$ cat src/lcdseq_pkg.sv
package lcdseq_pkg;

   // Request codes carried in the cmd field.
   localparam logic [2:0] CMD_INIT        = 3'd0;
   localparam logic [2:0] CMD_PUT_CHAR    = 3'd1;
   localparam logic [2:0] CMD_SET_CURSOR  = 3'd2;
   localparam logic [2:0] CMD_CLEAR       = 3'd3;
   localparam logic [2:0] CMD_BRIGHTNESS  = 3'd4;
   localparam logic [2:0] CMD_DEFINE_GLYPH = 3'd5;
   localparam logic [2:0] CMD_PRINT_BEGIN = 3'd6;

   // Controller instruction bytes.
   localparam logic [7:0] INSTR_FUNCTION_SET = 8'h38;
   localparam logic [7:0] INSTR_DISPLAY_ON   = 8'h0C;
   localparam logic [7:0] INSTR_CLEAR        = 8'h01;
   localparam logic [7:0] INSTR_SET_DDRAM    = 8'h80;
   localparam logic [7:0] INSTR_SET_CGRAM    = 8'h40;

   // Register-select values.
   localparam logic RS_INSTR = 1'b0;
   localparam logic RS_DATA  = 1'b1;

   localparam int CURSOR_COL_W = 6;
   localparam int QUEUE_DEPTH  = 2;

   typedef struct packed {
      logic [2:0]  cmd;
      logic [7:0]  char_code;
      logic [7:0]  col;
      logic [7:0]  row;
      logic [1:0]  level;
      logic [2:0]  glyph_id;
      logic [63:0] glyph_rows;
   } lcdseq_req_type;

   typedef struct packed {
      logic       reg_select;
      logic [7:0] bus_byte;
      logic       last;
   } lcdseq_rsp_type;

   typedef enum logic [2:0] {
      JOB_INIT,
      JOB_PUT,
      JOB_PUT_WRAP,
      JOB_ADDR,
      JOB_CLEAR,
      JOB_BRIGHT,
      JOB_GLYPH
   } lcdseq_job_op_type;

   // One classified request as handed from the front end to the sequencer.
   typedef struct packed {
      lcdseq_job_op_type op;
      logic [7:0]        data;
      logic [7:0]        addr;
      logic [1:0]        level;
      logic [63:0]       rows;
   } lcdseq_job_type;

   // Handshake between a producer and the job queue.
   typedef struct packed {
      logic push;
      logic full;
   } lcdseq_qin_type;

endpackage

$ cat src/lcdseq_front.sv
module lcdseq_front
   import lcdseq_pkg::*;
#(
   parameter int COLUMNS = 16,
   parameter int ROWS    = 2
) (
   input  logic           clock,
   input  logic           reset,
   input  logic           req_push,
   output logic           req_full,
   input  lcdseq_req_type req_data,
   input  logic           queue_full,
   output logic           job_push,
   output lcdseq_job_type job_data
);

   localparam logic [13:0] COLS_WIDE = 14'(COLUMNS);
   localparam logic [CURSOR_COL_W:0] COLS_CMP = (CURSOR_COL_W + 1)'(COLUMNS);
   localparam logic [7:0] BRIGHT_ADDR = INSTR_SET_DDRAM | 8'(COLUMNS & 'h7F);

   logic [CURSOR_COL_W-1:0] cursor_col_ff, cursor_col_in;
   logic                    cursor_row_ff, cursor_row_in;

   logic [13:0]             col_rem;
   logic [CURSOR_COL_W:0]   col_inc;
   logic                    cmd_valid;
   logic                    accept;

   // Reduce the requested column by shift-and-subtract, one compare per bit.
   always_comb begin
      col_rem = {6'd0, req_data.col};
      for (int k = 7; k >= 0; k--) begin
         if (col_rem >= (COLS_WIDE << k)) begin
            col_rem = col_rem - (COLS_WIDE << k);
         end
      end
   end

   assign col_inc  = {1'b0, cursor_col_ff} + 1'b1;
   assign req_full = queue_full;
   assign accept   = req_push && !queue_full;

   always_comb begin
      cmd_valid     = 1'b1;
      cursor_col_in = cursor_col_ff;
      cursor_row_in = cursor_row_ff;
      job_data.op    = JOB_CLEAR;
      job_data.data  = req_data.char_code;
      job_data.level = req_data.level;
      job_data.rows  = req_data.glyph_rows;
      case (req_data.cmd)
         CMD_INIT: begin
            job_data.op   = JOB_INIT;
            cursor_col_in = '0;
            cursor_row_in = 1'b0;
         end
         CMD_PUT_CHAR: begin
            if (col_inc >= COLS_CMP) begin
               job_data.op   = JOB_PUT_WRAP;
               cursor_col_in = '0;
               cursor_row_in = (ROWS == 2) ? ~cursor_row_ff : 1'b0;
            end else begin
               job_data.op   = JOB_PUT;
               cursor_col_in = col_inc[CURSOR_COL_W-1:0];
            end
         end
         CMD_SET_CURSOR: begin
            job_data.op   = JOB_ADDR;
            cursor_col_in = col_rem[CURSOR_COL_W-1:0];
            cursor_row_in = (ROWS == 2) ? req_data.row[0] : 1'b0;
         end
         CMD_CLEAR: begin
            job_data.op = JOB_CLEAR;
         end
         CMD_BRIGHTNESS: begin
            job_data.op   = JOB_BRIGHT;
            job_data.data = BRIGHT_ADDR;
         end
         CMD_DEFINE_GLYPH: begin
            job_data.op   = JOB_GLYPH;
            job_data.data = INSTR_SET_CGRAM | {2'b00, req_data.glyph_id, 3'b000};
         end
         CMD_PRINT_BEGIN: begin
            job_data.op = JOB_ADDR;
         end
         default: begin
            cmd_valid = 1'b0;
         end
      endcase
      // The address write always shows the cursor as it stands after the request.
      job_data.addr = INSTR_SET_DDRAM | {1'b0, cursor_row_in, cursor_col_in};
   end

   assign job_push = accept && cmd_valid;

   always_ff @(posedge clock) begin
      if (reset) begin
         cursor_col_ff <= '0;
         cursor_row_ff <= 1'b0;
      end else if (job_push) begin
         cursor_col_ff <= cursor_col_in;
         cursor_row_ff <= cursor_row_in;
      end
   end

endmodule

$ cat src/lcdseq_queue.sv
module lcdseq_queue
   import lcdseq_pkg::*;
(
   input  logic           clock,
   input  logic           reset,
   input  lcdseq_job_type push_data,
   output lcdseq_qin_type in_ctrl,
   input  logic           push,
   input  logic           pop,
   output logic           empty,
   output lcdseq_job_type head
);

   localparam int PTR_W = (QUEUE_DEPTH > 1) ? $clog2(QUEUE_DEPTH) : 1;
   localparam int CNT_W = $clog2(QUEUE_DEPTH + 1);

   lcdseq_job_type slots_ff [QUEUE_DEPTH];
   logic [PTR_W-1:0] wr_ptr_ff, wr_ptr_in;
   logic [PTR_W-1:0] rd_ptr_ff, rd_ptr_in;
   logic [CNT_W-1:0] count_ff, count_in;
   logic             do_push, do_pop;

   assign in_ctrl.push = push;
   assign in_ctrl.full = (count_ff == CNT_W'(QUEUE_DEPTH));
   assign empty        = (count_ff == '0);
   assign do_push      = push && !in_ctrl.full;
   assign do_pop       = pop && !empty;
   assign head         = slots_ff[rd_ptr_ff];

   always_comb begin
      wr_ptr_in = wr_ptr_ff;
      rd_ptr_in = rd_ptr_ff;
      count_in  = count_ff;
      if (do_push) begin
         wr_ptr_in = (wr_ptr_ff == PTR_W'(QUEUE_DEPTH - 1)) ? '0 : wr_ptr_ff + 1'b1;
      end
      if (do_pop) begin
         rd_ptr_in = (rd_ptr_ff == PTR_W'(QUEUE_DEPTH - 1)) ? '0 : rd_ptr_ff + 1'b1;
      end
      if (do_push && !do_pop) begin
         count_in = count_ff + 1'b1;
      end else if (do_pop && !do_push) begin
         count_in = count_ff - 1'b1;
      end
   end

   always_ff @(posedge clock) begin
      if (reset) begin
         wr_ptr_ff <= '0;
         rd_ptr_ff <= '0;
         count_ff  <= '0;
      end else begin
         wr_ptr_ff <= wr_ptr_in;
         rd_ptr_ff <= rd_ptr_in;
         count_ff  <= count_in;
      end
   end

   always_ff @(posedge clock) begin
      if (do_push) begin
         slots_ff[wr_ptr_ff] <= push_data;
      end
   end

endmodule

$ cat src/lcdseq_back.sv
module lcdseq_back
   import lcdseq_pkg::*;
(
   input  logic           clock,
   input  logic           reset,
   input  logic           job_empty,
   input  lcdseq_job_type job,
   output logic           job_pop,
   output logic           rsp_empty,
   input  logic           rsp_pop,
   output lcdseq_rsp_type rsp_data
);

   logic [3:0]     step_ff, step_in;
   logic           out_valid_ff, out_valid_in;
   lcdseq_rsp_type out_ff, out_in;

   logic [3:0]     final_step;
   logic [2:0]     row_sel;
   logic           advance;
   logic           is_last;
   logic [3:0]     step_less;

   assign advance   = !job_empty && (!out_valid_ff || rsp_pop);
   assign is_last   = (step_ff == final_step);
   assign step_less = step_ff - 4'd1;
   assign row_sel   = step_less[2:0];
   assign job_pop   = advance && is_last;
   assign rsp_empty = !out_valid_ff;
   assign rsp_data  = out_ff;

   always_comb begin
      final_step        = 4'd0;
      out_in.reg_select = RS_INSTR;
      out_in.bus_byte   = job.addr;
      case (job.op)
         JOB_INIT: begin
            final_step = 4'd2;
            case (step_ff)
               4'd0:    out_in.bus_byte = INSTR_FUNCTION_SET;
               4'd1:    out_in.bus_byte = INSTR_DISPLAY_ON;
               default: out_in.bus_byte = INSTR_CLEAR;
            endcase
         end
         JOB_PUT, JOB_PUT_WRAP: begin
            final_step = (job.op == JOB_PUT_WRAP) ? 4'd1 : 4'd0;
            if (step_ff == 4'd0) begin
               out_in.reg_select = RS_DATA;
               out_in.bus_byte   = job.data;
            end
         end
         JOB_ADDR: begin
            final_step = 4'd0;
         end
         JOB_CLEAR: begin
            final_step      = 4'd0;
            out_in.bus_byte = INSTR_CLEAR;
         end
         JOB_BRIGHT: begin
            final_step = 4'd3;
            case (step_ff)
               4'd0:    out_in.bus_byte = job.data;
               4'd1:    out_in.bus_byte = INSTR_FUNCTION_SET | {6'd0, job.level};
               4'd2: begin
                  out_in.reg_select = RS_DATA;
                  out_in.bus_byte   = {6'd0, job.level};
               end
               default: out_in.bus_byte = job.addr;
            endcase
         end
         JOB_GLYPH: begin
            final_step = 4'd8;
            if (step_ff == 4'd0) begin
               out_in.bus_byte = job.data;
            end else begin
               out_in.reg_select = RS_DATA;
               out_in.bus_byte   = job.rows[{row_sel, 3'b000} +: 8];
            end
         end
         default: begin
            final_step = 4'd0;
         end
      endcase
      out_in.last = is_last;
   end

   always_comb begin
      step_in      = step_ff;
      out_valid_in = out_valid_ff && !rsp_pop;
      if (advance) begin
         out_valid_in = 1'b1;
         step_in      = is_last ? 4'd0 : step_ff + 4'd1;
      end
   end

   always_ff @(posedge clock) begin
      if (reset) begin
         step_ff      <= 4'd0;
         out_valid_ff <= 1'b0;
      end else begin
         step_ff      <= step_in;
         out_valid_ff <= out_valid_in;
      end
   end

   always_ff @(posedge clock) begin
      if (advance) begin
         out_ff <= out_in;
      end
   end

endmodule

$ cat src/char_lcd_command_sequencer_top.sv
// Character display command sequencer. Each accepted request becomes a fixed run of
// controller bus writes (register-select bit, byte, and a last flag on the final write
// of the request), delivered in order through a queue-style result port. The block
// keeps the cursor column and row itself, so put character advances and wraps the
// cursor and set cursor, brightness and print-begin can send the right address.
// Requests are accepted one per cycle while the two-entry job queue has room; the
// back-end sequencer then issues one bus write per cycle while results are popped.
// A request has one write for put character, set cursor, clear and print-begin,
// two for a put character that wraps, three for init, four for brightness and nine
// for define glyph. The sequencer's write rate sets the sustained rate.
// Unused command codes are dropped at the front and produce no writes.
module char_lcd_command_sequencer_top
   import lcdseq_pkg::*;
#(
   parameter int COLUMNS = 16,
   parameter int ROWS    = 2
) (
   input  logic           clock,
   input  logic           reset,
   input  logic           req_push,
   output logic           req_full,
   input  lcdseq_req_type req_data,
   output logic           rsp_empty,
   input  logic           rsp_pop,
   output lcdseq_rsp_type rsp_data
);

   // Jobs flow from the front end through the queue into the sequencer.
   lcdseq_job_type front_job;
   lcdseq_job_type head_job;
   lcdseq_qin_type queue_ctrl;
   logic           front_push;
   logic           queue_empty;
   logic           back_pop;

   // The front end classifies each request and tracks the cursor.
   lcdseq_front #(
      .COLUMNS(COLUMNS),
      .ROWS   (ROWS)
   ) u_front (
      .clock     (clock),
      .reset     (reset),
      .req_push  (req_push),
      .req_full  (req_full),
      .req_data  (req_data),
      .queue_full(queue_ctrl.full),
      .job_push  (front_push),
      .job_data  (front_job)
   );

   // The short queue lets the front end keep accepting while writes drain.
   lcdseq_queue u_queue (
      .clock    (clock),
      .reset    (reset),
      .push_data(front_job),
      .in_ctrl  (queue_ctrl),
      .push     (front_push),
      .pop      (back_pop),
      .empty    (queue_empty),
      .head     (head_job)
   );

   // The sequencer expands one job into its bus writes behind an output register.
   lcdseq_back u_back (
      .clock    (clock),
      .reset    (reset),
      .job_empty(queue_empty),
      .job      (head_job),
      .job_pop  (back_pop),
      .rsp_empty(rsp_empty),
      .rsp_pop  (rsp_pop),
      .rsp_data (rsp_data)
   );

endmodule

$ cat config.mk
export PLATFORM = sky130hd
export DESIGN_NAME = char_lcd_command_sequencer_top
export DESIGN_NICKNAME = d
export VERILOG_FILES = /design/src/lcdseq_pkg.sv /design/src/lcdseq_front.sv /design/src/lcdseq_queue.sv /design/src/lcdseq_back.sv /design/src/char_lcd_command_sequencer_top.sv
export SDC_FILE = /design/constraint.sdc
export NUM_CORES = 1
export LEC_CHECK = 0
export ABC_AREA = 1
export BUFFER_PORTS_ARGS = -buffer_cell sky130_fd_sc_hd__buf_2
export CORE_ASPECT_RATIO = 2
export CORE_MARGIN = 8
export CORE_UTILIZATION = 57
export CTS_BUF_LIST = sky130_fd_sc_hd__clkbuf_8
export DETAILED_ROUTE_END_ITERATION = 12
export PLACE_DENSITY = 0.79
export SYNTH_ARGS = -nofsm -noshare
export SYNTH_HDL_FRONTEND = slang
export SYNTH_SLANG_ARGS = --single-unit
$ cat constraint.sdc
create_clock -name clock -period 7.7 [get_ports clock]
set_clock_uncertainty 0.05 [all_clocks]
set_input_delay 0.385 -clock clock [delete_from_list [all_inputs] [get_ports clock]]
set_output_delay 0.385 -clock clock [all_outputs]
set_load 0.03 [all_outputs]
# --- Yosys cells after proc, flatten, opt, wreduce, memory -nomap -nowiden ---
# Memories as Yosys holds them, arrays and structs flattened. A register that Yosys moved wholly into a read port is not among the register bits.
# Cells that the tools add are included.
op_classes:
  add_sub_neg: 11
  magnitude_cmp: 5
  n_eq_ne: 15
  shift: 1
  muxes: 32
  n_bitwise: 1
  reduce_logical: 24
ops:
  columns: ["cell", "n"]
  rows:
  - ["64-bit by 7-bit variable part select with 8-bit output", 1]
  - ["14-bit two-way mux", 3]
  - ["8-bit one-hot mux with 5 select lines", 1]
  - ["8-bit one-hot mux with 3 select lines", 1]
  - ["3-bit equality test (second input constant)", 6]
  - ["6-bit one-hot mux with 3 select lines", 1]
  - ["4-bit one-hot mux with 4 select lines", 1]
  - ["8-bit one-hot mux with 2 select lines", 1]
  - ["3-bit one-hot mux with 5 select lines", 1]
  - ["14-bit by 5-bit greater-or-equal comparator with 1-bit output (second input constant)", 1]
  - ["14-bit by 6-bit greater-or-equal comparator with 1-bit output (second input constant)", 1]
  - ["14-bit by 7-bit greater-or-equal comparator with 1-bit output (second input constant)", 1]
  - ["14-bit by 6-bit subtractor with 14-bit output (second input constant)", 1]
  - ["14-bit by 7-bit subtractor with 14-bit output (second input constant)", 1]
  - ["1-bit two-way mux", 12]
  - ["6-bit two-way mux", 2]
  - ["6-bit one-hot mux with 2 select lines", 1]
  - ["3-bit by 2-bit equality test with 1-bit output (second input constant)", 3]
  - ["1-bit logical AND", 9]
  - ["9-bit two-way mux", 1]
  - ["8-bit by 8-bit subtractor with 9-bit output (second input constant)", 1]
  - ["8-bit greater-or-equal comparator (second input constant)", 1]
  - ["8-bit two-way mux", 1]
  - ["6-bit by 1-bit adder with 7-bit output (second input constant)", 1]
  - ["24 further kinds", 36]
word_totals:
  reg_bits: 26
  mem_bits_rw: 168
  inputBits: 100
  out_inout_bits: 12
  wordCells: 100
  memories: 1
mem_list:
  columns: ["name", "depth", "word_bits", "rd", "rd_ports_with_merged_regs", "write_ports", "line_no", "text"]
  rows:
  - ["u_queue.slots_ff", 2, 84, 1, 1, 1, "lcdseq_queue.sv:17", "lcdseq_job_type slots_ff [QUEUE_DEPTH];"]

# --- Depth between registers and ports, before layout ---
depth:
  ltp_word: 9
  mapped_depth: 23
  ltp_nobuf: 23

# --- Cells and area by module ---
# Synthesis repeated with hierarchy kept, for this count alone.
unflattened:
  cells_unflattened: 879
  area_unflattened_um2: 9774.4
by_module_without_submodules:
  columns: ["mod", "n_inst", "cells_each", "area_each_um2", "seq_area_each_um2"]
  rows:
  - ["lcdseq_queue", 1, 302, 6391.1, 5205.0]
  - ["lcdseq_back", 1, 341, 1935.6, 400.4]
  - ["lcdseq_front", 1, 236, 1447.6, 140.1]

# --- Worst setup path before layout ---
# No wires, ideal clock.
synth_timing:
  path_type: "register to register"
  start: "register u_queue.count_ff[1]"
  end: "memory u_queue.slots_ff[1][0] (netlist bit), enable pin"
  arrival_time_ns: 4.729
  t_required_ns: 7.121
  path_slack_ns: 2.392
  path_stages_with_launch: 8
  n_path_buf: 1
  period_less_slack_ns: 5.308
  cell_sequence: "dfxtp_1 inv_1 nor2_1 nor2_1 o21a_1 clkbuf_1 inv_1 nor2_1"
synth_via:
  elab_chain_len: 7
synth_rtl:
  columns: ["item", "line_no", "text"]
  rows:
  - ["from (decl)", "lcdseq_queue.sv:20", "logic [CNT_W-1:0] count_ff, count_in;"]
  - ["from (signal assigned)", "lcdseq_queue.sv:55", "count_ff <= count_in;"]
  - ["2-bit equality test (*)", "lcdseq_queue.sv:24", "assign in_ctrl.full = (count_ff == CNT_W'(QUEUE_DEPTH));"]
  - ["net req_full", "char_lcd_command_sequencer_top.sv:21", "output logic req_full,"]
  - ["1-bit zero test (*)", "lcdseq_front.sv:41, lcdseq_queue.sv:26", null]
  - ["1-bit logical AND", "lcdseq_front.sv:41", "assign accept = req_push && !queue_full;"]
  - ["1-bit logical AND", "lcdseq_front.sv:94", "assign job_push = accept && cmd_valid;"]
  - ["1-bit logical AND (*)", "lcdseq_queue.sv:26", "assign do_push = push && !in_ctrl.full;"]
  - ["net u_queue.do_push", "lcdseq_queue.sv:21", "logic do_push, do_pop;"]
  - ["1-bit two-way mux (*)", "lcdseq_queue.sv:60", "if (do_push) begin"]
  - ["1-bit two-way mux (not written as such) (*)", "lcdseq_queue.sv:61", "slots_ff[wr_ptr_ff] <= push_data;"]
  - ["to (decl)", "lcdseq_queue.sv:17", null]
# The timed path passes the listed nets; every way through them passes the cells marked *.

==> summary.md <==
| Metric | Value |
|---|---|
| Combinational group share of total power | `0.363` |
| Worst setup path class | `reg2reg` |
| Antenna cells | `0` |
| Final wirelength | `19400 microns` |
| Number of instances in the synthesized netlist | `784` |
| Clock Path Buffers | `2` |
| Endpoint type of the worst setup path | `flop` |
| TritonRoute pass-1 iters | `5` |
| TritonCTS clock tree | `yes` |
| Number of top-level pins | `112` |
| Top FF cell, synth | `edfxtp_1` |
| Depth of the CTS H-tree | `4` |
| Clock root buffer master | `clkbuf_8` |
| Synth cell types | `38` |
| Final critical delay including setup and external delays | `3.35 ns` |
| Power Dens Cells | `345 nW/um^2` |
| Most common library cell in the layout ignoring fill and taps | `edfxtp_1` |
| Die Outline Area | `19400 sq um` |
| Total Routing Usage GR | `0.208` |
| Post-cts repair resize count | `0` |
| Detailed Place HPWL | `13200 microns` |
| Synth warn | `0` |
| Detail-routed net length per standard cell | `17.7 microns` |
| Bufs and invs on worst path | `3` |
| Static leakage power | `3.80 nW` |
| Pin count of the biggest net entering global routing | `85` |
| Number of nets in the layout | `1000` |
| First-pass GRT wire length | `30700 microns` |
| Area of the core region | `14700 sq um` |
| Count of buffers inserted at the top-level ports | `103` |
| Clock network latency to the later pin of the worst-skew pair | `0.46 ns` |
| Netlist area before placement | `8550 sq um` |
| Final setup violating endpoints | `0` |
| Total internal power | `2.07 mW` |
| Share of synthesized registers carrying an async set or reset | `0` |
| Tcrit/Tclk final | `0.435` |
| Highest-count cells in the layout ignoring fill and taps | `edfxtp_1 (178), nor2_1 (123), nand2_1 (115), buf_2 (103), o21ai_0 (102)` |
| Vias per std cell | `5.54` |
| Mean instance size in the synthesized netlist | `10.9 sq um` |
| Worst supply voltage drop on vdd | `165 uV` |
| Worst min-delay path class | `in2reg` |
| Least-Margin Pin Slew | `1.16 ns` |
| Total clock sinks | `195` |
| Clock slew at the register clock pins of the worst setup and hold paths | `0.10 ns` |
| Number of rows in the core area | `63` |
| Layout cell share with drive strength beyond 1 | `0.167` |
| Number of storage elements in the synthesis netlist | `195` |
| Layout-stage area growth over the synthesis result | `13.3%` |
| Clock power frac | `0.207` |
| Unrepaired setup endpoints after global routing | `no` |
| DR iter-0 viols | `397` |
| Initial Util | `0.580` |
| Final Wtd Congestion | `0.901` |
| Switching fraction of total power | `0.382` |
| Count of nets left with antenna violations after detail routing | `0` |
| Post-CTS Setup Inserts | `0` |
| Crit-path slowest cell | `xnor2_1` |
| Ordered cell list for the critical path | `clkinv_1 -> buf_4 -> ha_1 -> xnor2_1 -> clkinv_1 -> o211ai_1 -> o21ai_0 -> nor4_1 -> o21ai_0` |
| DRC violation count after routing | `0` |
| Final Hold Violating Endpoints | `0` |
| Via count of the first global-routing pass | `6284` |
| Number of pins exceeding their max-slew limit in the final report | `0` |
| DR vias | `6057` |
| Number of buffers added by the clock tree synthesis step | `17` |
| Post-placement worst setup slack | `4.29 ns` |
| Hold buffer count at cts | `0` |
| Flop pwr share | `0.430` |
| Highest net fanout along the worst path | `37` |
| Top Family by Delay on Critical Path | `buffers and inverters` |
| Die Y-Extent | `189 microns` |
| Final Worst Setup Slack | `4.35 ns` |
| Initial antenna violation count | `0` |
| Sequential cell area fraction in the yosys report | `0.665` |
| Data required time at the worst endpoint | `7.85 ns` |
| Switching power of the nets | `1.28 mW` |
| Stage delay of the slowest cell on the critical path | `0.69 ns` |
| Number of enable flip-flop cells after synthesis | `178` |
| Maxcap violations | `0` |
| Outcome | `completed` |
| Max Clock Freq | `0.298 GHz` |
| Critical Path Start Type | `flop` |
| Sum of negative setup slack | `0 ns` |
| Remaining max-slew budget at the tightest pin | `0.225` |
| Overall overflow remaining after global route | `0` |
| Crit path DAT | `3.50 ns` |
| Horizontal extent of the die | `103 microns` |
[final cells by class]
class / instances / area, sq um
tap: 195 / 244
clock buffer: 17 / 234
fill: 1164 / 5050
multi-input combinational: 498 / 2530
timing repair buffer: 110 / 568
clock inverter: 15 / 190
inverter: 63 / 236
sequential: 195 / 5690
[cells by family (layout without fill, tap and decap cells)]
| group | after synthesis | count (layout) | share of synthesized area |
|---|---|---|---|
| mux | 5 | 5 | 0.00585 |
| flops | 195 | 195 | 0.665 |
| simple gates | 282 | 282 | 0.133 |
| fa+ha+maj | 15 | 15 | 0.0220 |
| xor+xnor | 6 | 6 | 0.00615 |
| compound gates | 186 | 186 | 0.126 |
| other cells | 1 | 4 | 0.000439 |
| buf+inv | 94 | 205 | 0.0420 |
[cell usage after synthesis, types with 4 or more instances]
cell	instances	area (sq um)
xor2_1	5	43.8
o22ai_1	13	81.3
clkbuf_1	27	101
dfxtp_1	17	340
nand3_1	28	140
o221ai_1	16	140
o21ai_1	5	25.0
mux2i_1	5	50.1
clkinv_1	5	18.8
nor2_1	125	469
nand2_1	115	432
inv_1	56	210
a31oi_1	4	25.0
ha_1	15	188
o211ai_1	9	67.6
o21ai_0	102	510
a21oi_1	25	125
edfxtp_1	178	5350
[routing by layer]
layer / up-vias / global-route usage / part of all wire
li1: 2974 / - / -
met1: 2850 / 0.223 / 0.37
met2: 197 / 0.378 / 0.55
met3: 36 / 0.0405 / 0.054
met4: 0 / 0.0922 / 0.024
met5: - / 0 / 0
[per-stage QoR]
stage | power, mW | cells | cell area (sq um) | hold WS, ns | util
global route | 3.54 | 1093 | 9690 | 0.0287 | 0.657
global placement | 2.63 | 1061 | 9270 | 0.416 | 0.629
floorplan | 2.29 | 787 | 8560 | 0.407 | -
CTS | 3.35 | 1093 | 9690 | 0.0338 | 0.657
detailed placement | 2.67 | 1061 | 9270 | 0.416 | 0.629
finish | 3.34 | 1093 | 9690 | 0.0584 | 0.657
[registers in the layout (all words and copies together), names as in the netlist, named ones only]
signal / count
u_queue.rd_ptr_ff: 1
u_back.out_valid_ff: 1
u_back.step_ff: 4
u_queue.count_ff: 2
u_front.cursor_row_ff: 1
u_queue.wr_ptr_ff: 1
u_back.rsp_data: 10
u_queue.slots_ff: 168
u_front.cursor_col_ff: 6
[worst paths after layout]
| path | start | end | slack [ns] | cells past startpoint |
|---|---|---|---|---|
| hold reg to reg | u_queue.rd_ptr_ff | flop | 0.42 | 2 |
| setup reg to reg | u_back.step_ff[0] | u_back.rsp_data[8] | 4.35 | 9 |
| hold / removal | req_data[37] | u_queue.slots_ff[1][37] | 0.06 | 1 |
| setup / recovery | u_back.step_ff[0] | u_back.rsp_data[8] | 4.35 | 9 |
[power groups by stage]
stage | clock network [mW] | logic [mW] | registers (mW)
3_3_place_gp | 0 | 1.18 | 1.45
6_report | 0.693 | 1.21 | 1.44
5_1_grt | 0.740 | 1.35 | 1.45
3_5_place_dp | 0 | 1.21 | 1.46
4_1_cts | 0.703 | 1.22 | 1.43
2_1_floorplan | 0 | 0.790 | 1.50
(Power assumes the default switching activity.)
